===== config.mk =====
export PLATFORM = sky130hd
export DESIGN_NAME = bpoc_ram
export DESIGN_NICKNAME = d
export VERILOG_FILES = /design/src/hw/rtl/bpoc_ram.sv
export SDC_FILE = /design/constraint.sdc
export NUM_CORES = 2
export LEC_CHECK = 0
export BUFFER_PORTS_ARGS = -buffer_cell sky130_fd_sc_hd__buf_4
export CAP_MARGIN = 30
export CORE_MARGIN = 10
export CORE_UTILIZATION = 33
export CTS_BUF_LIST = sky130_fd_sc_hd__clkbuf_8
export DETAILED_ROUTE_END_ITERATION = 10
export PLACE_DENSITY_LB_ADDON = 0.3
export REMOVE_ABC_BUFFERS = 1
export SYNTH_ARGS = -nofsm -noshare
export SYNTH_HDL_FRONTEND = slang
export SYNTH_SLANG_ARGS = --single-unit

===== constraint.sdc =====
create_clock -name clock -period 6.14 [get_ports clock]
set_input_delay 0.614 -clock clock [delete_from_list [all_inputs] [get_ports clock]]
set_output_delay 0.614 -clock clock [all_outputs]
set_load 0.05 [all_outputs]

===== src/hw/rtl/bpoc_ram.sv =====
// bpoc_ram: generic single write, single read ram with registered read data
// no package dependency
module bpoc_ram #(
   parameter int WIDTH = 8,
   parameter int DEPTH = 256
) (
   input  logic                     clock,
   input  logic                     we,
   input  logic [$clog2(DEPTH)-1:0] wa,
   input  logic [WIDTH-1:0]         wd,
   input  logic [$clog2(DEPTH)-1:0] ra,
   output logic [WIDTH-1:0]         rq
);

   logic [WIDTH-1:0] mem_ff [DEPTH];
   logic [WIDTH-1:0] rq_ff;

   always_ff @(posedge clock) begin
      if (we) begin
         mem_ff[wa] <= wd;
      end
      rq_ff <= mem_ff[ra];
   end

   assign rq = rq_ff;

endmodule


======== Yosys cells after proc, flatten, opt, wreduce, memory -nomap -nowiden ========
Memory sizes are Yosys's and may differ from the RTL's. A register that Yosys moved wholly into a read port is not among the register bits.
Index checks and enable logic that the tools add are counted.
storage, ports and cells
  register bits after elaboration ......... 0
  memory bits (writable) .................. 2,048
  output and inout bits ................... 8
  word-level logic and storage cells ...... 3
  memories kept ........................... 1
memories
  memory  words  bits a word  rd ports  clocked after memory_dff  write ports  RTL line  text
  mem_ff  256    8            1         1                         1            15        logic [WIDTH-1:0] mem_ff [DEPTH];
cells by class
  multiplexer cells ....................... 2
operators by type and width
  operator  count
  $mux W1   2

======== Longest topological paths before layout ========
  depth after elaboration ................. 2
  gate-level depth with buffers ........... 11

======== Worst setup path before layout ========
No wires, ideal clock.
  kind .................................... input to register
  start point ............................. input ra[0]
  end point ............................... register rq_ff[2] (netlist: rq[2]), read port of mem_ff
  data arrival time ....................... 2.421 ns
  required time ........................... 6.009 ns
  path slack .............................. 3.588 ns
  cell stages on the path ................. 9
  cell sequence ........................... buf_6 buf_12 buf_8 buf_2 mux4_2 a22oi_1 a21oi_1 nor4_1 nor4_2
RTL lines
  element          RTL line  text
  start, declared  11        input logic [$clog2(DEPTH)-1:0] ra,
  end, declared    16        logic [WIDTH-1:0] rq_ff;

==> results.md <==
* Die area at 261000 µm²
* Hold path endpoint: mem_ff[177][2]
* Post-layout instance area at 90000 µm²
* Clock Latency Late Sink at ~1.1 ns
* Post-route ant nets at 0
* Ys async rst share at 0%
* Hold depth at 1
* Routed via count at a little under 40000
* Worst path slowest cell: nor4_1
* Port-buffer cells at 33
* Vias per cell at approximately 5.3
* Max Fanout on Critical Path at 52
* Setup violators final at 0
* Hold wc startpoint: wd[2]
* DRC at 0
* Final min period at 3.41 ns
* Hold WC Path Type: input pin to register
* Area of the multi-input gates at 16500 µm²
* Die height at 511 µm
* R2r startpoint: mem_ff[101][0]
* Core ar. at between 200000 and 250000 µm²
* R2r setup slk at around 3.2 ns
* Worst vdd ir at 0.000231 V
* First-pass GRT wire length at between 300000 and 400000 µm
* Slew Viols, Final at 0
* Fin nets at roughly 4000
* Post-Syn Area at about 80000 µm²
* # fillers at roughly 22000
* Total track usage at ~16%
* CP required at 7.05 ns
* Ports at 34
* Total Wirelength at approximately 210000 µm
* Synth warnings at 0
* CTS tree: yes
* Max-cap viol count at 0
* DR WL/cell at 28.2 µm
* Initial antenna violation count at 8
* Share of cells above drive strength 1 at 24.7%
* Post-Synthesis Cells at 3733
* Leak at 27.8 nW
* Worst path cell trace: buf_8, buf_12, buf_4, mux4_2, mux4_2, nor2b_1, nor4_1, buf_4, nor4_2
* Clock root buffer: clkbuf_8
* Fmax at a little under 0.3 GHz
* Worst r2r path cells at 7
* Initial Util at between 30% and 40%
* Post-synthesis register bit count at 2056
* Worst setup margin at 2.73 ns
* Area Growth Syn to Fin at 13.1%
* RSZ-0062 raised after global routing: no
* Most used DFF post-synth: edfxtp_1
* Inserted Clock Buffers at approximately 350
* Final non-filler cell total at between 7000 and 8000
* Clk slew on worst S/H paths at about 0.06 ns
* Slew HR at slightly below 30%
* Crit path kind: input pin to register
* Power Dens Cells at about 310 nW/µm²
* Vias in the first global route at between 40000 and 50000
* Worst setup SP type: input pin
* Dpl ws at about 1.6 ns
* Clock Skews at around 0.084 ns
* Clock Sinks at 2056
* Die Wd at between 500 and 600 µm
* Post-Syn Area per Cell at 21.3 µm²
* Core Util, Final at between 30 and 40%
* Placed Area at approximately 84000 µm²
* H-Tree Depth at 5
* Clk buf depth at 4
* FP Rows at 180
* CP arrival at ~4.3 ns
* Synth unique cells at between 50 and 60
* Register area share after synthesis at slightly below 80%
* Register Area at about 62000 µm²
* Hold slack at about 0.048 ns
* Drt first pass iters at 5
* Crit. End Element: register
* Status: completed
* Iter 0 DRT Violations at 4048
* Reg-to-reg endpoint: rq[0]
* Post-DP HPWL at 125000 µm
* Slowest stage delay, CP at 0.82 ns
* Worst Setup SP: ra[0]
* Post-route total power at 28.2 mW
* Post-synth EDFFs at approximately 2000
* Final period utilization at 55.5%
* Slew @ Worst Pin at ~1.1 ns
* Largest net degree at the start of global routing at roughly 170
* Final hold violation count at 0
* Gpl congestion at around 0.80
* Setup TNS Final at 0 ns
* Grt ovf at 0
* Dpl cells at approximately 6800
registers in the layout, indices dropped and copies added (netlist names):
name    count
mem_ff   2048
rq          8
worst max path at each step:
stage	end	slack, ns	depth (start not counted)
2_1_floorplan	rq[6]	3.12	6
3_3_place_gp	rq[3]	1.12	8
3_5_place_dp	rq[0]	1.58	9
4_1_cts	rq[0]	2.72	9
5_1_grt	rq[0]	2.71	9
6_report	rq[0]	2.73	9
cells in the mapped netlist, drive strengths merged, types with 2 or more instances:
cell	number	area share, %
o221ai	47	0.53
edfxtp	2048	77
o21ai	12	0.075
buf	122	1.3
a21oi	96	0.60
clkbuf	111	0.52
and2	6	0.047
a2111oi	5	0.066
a22oi	133	1.3
nor4	27	0.24
nand2	33	0.16
o211ai	10	0.094
nand4	10	0.079
and3b	2	0.022
nor3	22	0.14
or2	4	0.031
o32ai	5	0.064
nor2	282	1.3
o22ai	28	0.22
a31oi	2	0.016
a221oi	14	0.16
o22a	5	0.055
nand2b	8	0.063
dfxtp	8	0.20
mux4	456	13
nand3	34	0.21
a311oi	2	0.022
a211oi	16	0.15
a22o	8	0.088
nor2b	31	0.24
nand3b	2	0.019
mux2i	134	1.7
worst max-delay path: cells and delay by family:
family | cells | cell delay, ns
buffers and inverters | 4 | 1.49
multiplexers | 2 | 1.08
AND/OR/NAND/NOR | 3 | 1.02
power breakdown:
part | switching (mW) | total [mW] | internal [mW]
logic | 0.977 | 1.46 | 0.481
registers | 0.0261 | 15.5 | 15.5
clock network | 5.41 | 11.2 | 5.79
area by class of cell:
| cell class | instances | share of cell area, % |
|---|---|---|
| clock buffers | 366 | 5.60 |
| inverters | 2 | 0.00834 |
| clock inverters | 251 | 1.33 |
| flip-flops and latches | 2056 | 68.5 |
| multi-input cells | 1442 | 18.3 |
| diodes | 5 | 0.0139 |
| well taps | 3185 | 4.43 |
| repair buffers | 162 | 1.74 |
cell families (layout without fill, tap and decap cells):
| logic type | after synthesis | count (layout) | synth area share [%] |
|---|---|---|---|
| buf+inv | 235 | 781 | 1.83 |
| other cells | 0 | 5 | 0 |
| simple gates | 466 | 466 | 2.63 |
| flops | 2056 | 2056 | 77.5 |
| mux | 591 | 591 | 14.6 |
| compound gates | 385 | 385 | 3.42 |
routing by layer:
layer / GRT usage (%) / routed length [µm]
met3: 3.22 / 13800
met2: 25.5 / 102000
met5: 0 / 0
met4: 5.30 / 6490
met1: 20.9 / 87500
timing repair:
item | CTS | global route
hold buffers | 1 | 0
buffers inserted | 0 | 0
resized for setup | 0 | 0
hold endpoints to repair | 9 | 0
layout by cell type, fill, tap and decap left out, types with 20 or more instances in the layout:
cell type,count
a21oi_1,96
nand2_1,33
mux4_2,454
buf_4,119
inv_1,106
mux2i_1,134
nand3_1,34
o221ai_1,46
edfxtp_1,2048
clkbuf_8,367
a22oi_1,133
nor3_1,22
nor2b_1,28
clkinv_1,96
o22ai_1,28
nor4_1,22
buf_12,20
nor2_1,279
clkinv_2,38
Power figures use the tool's default switching activity.
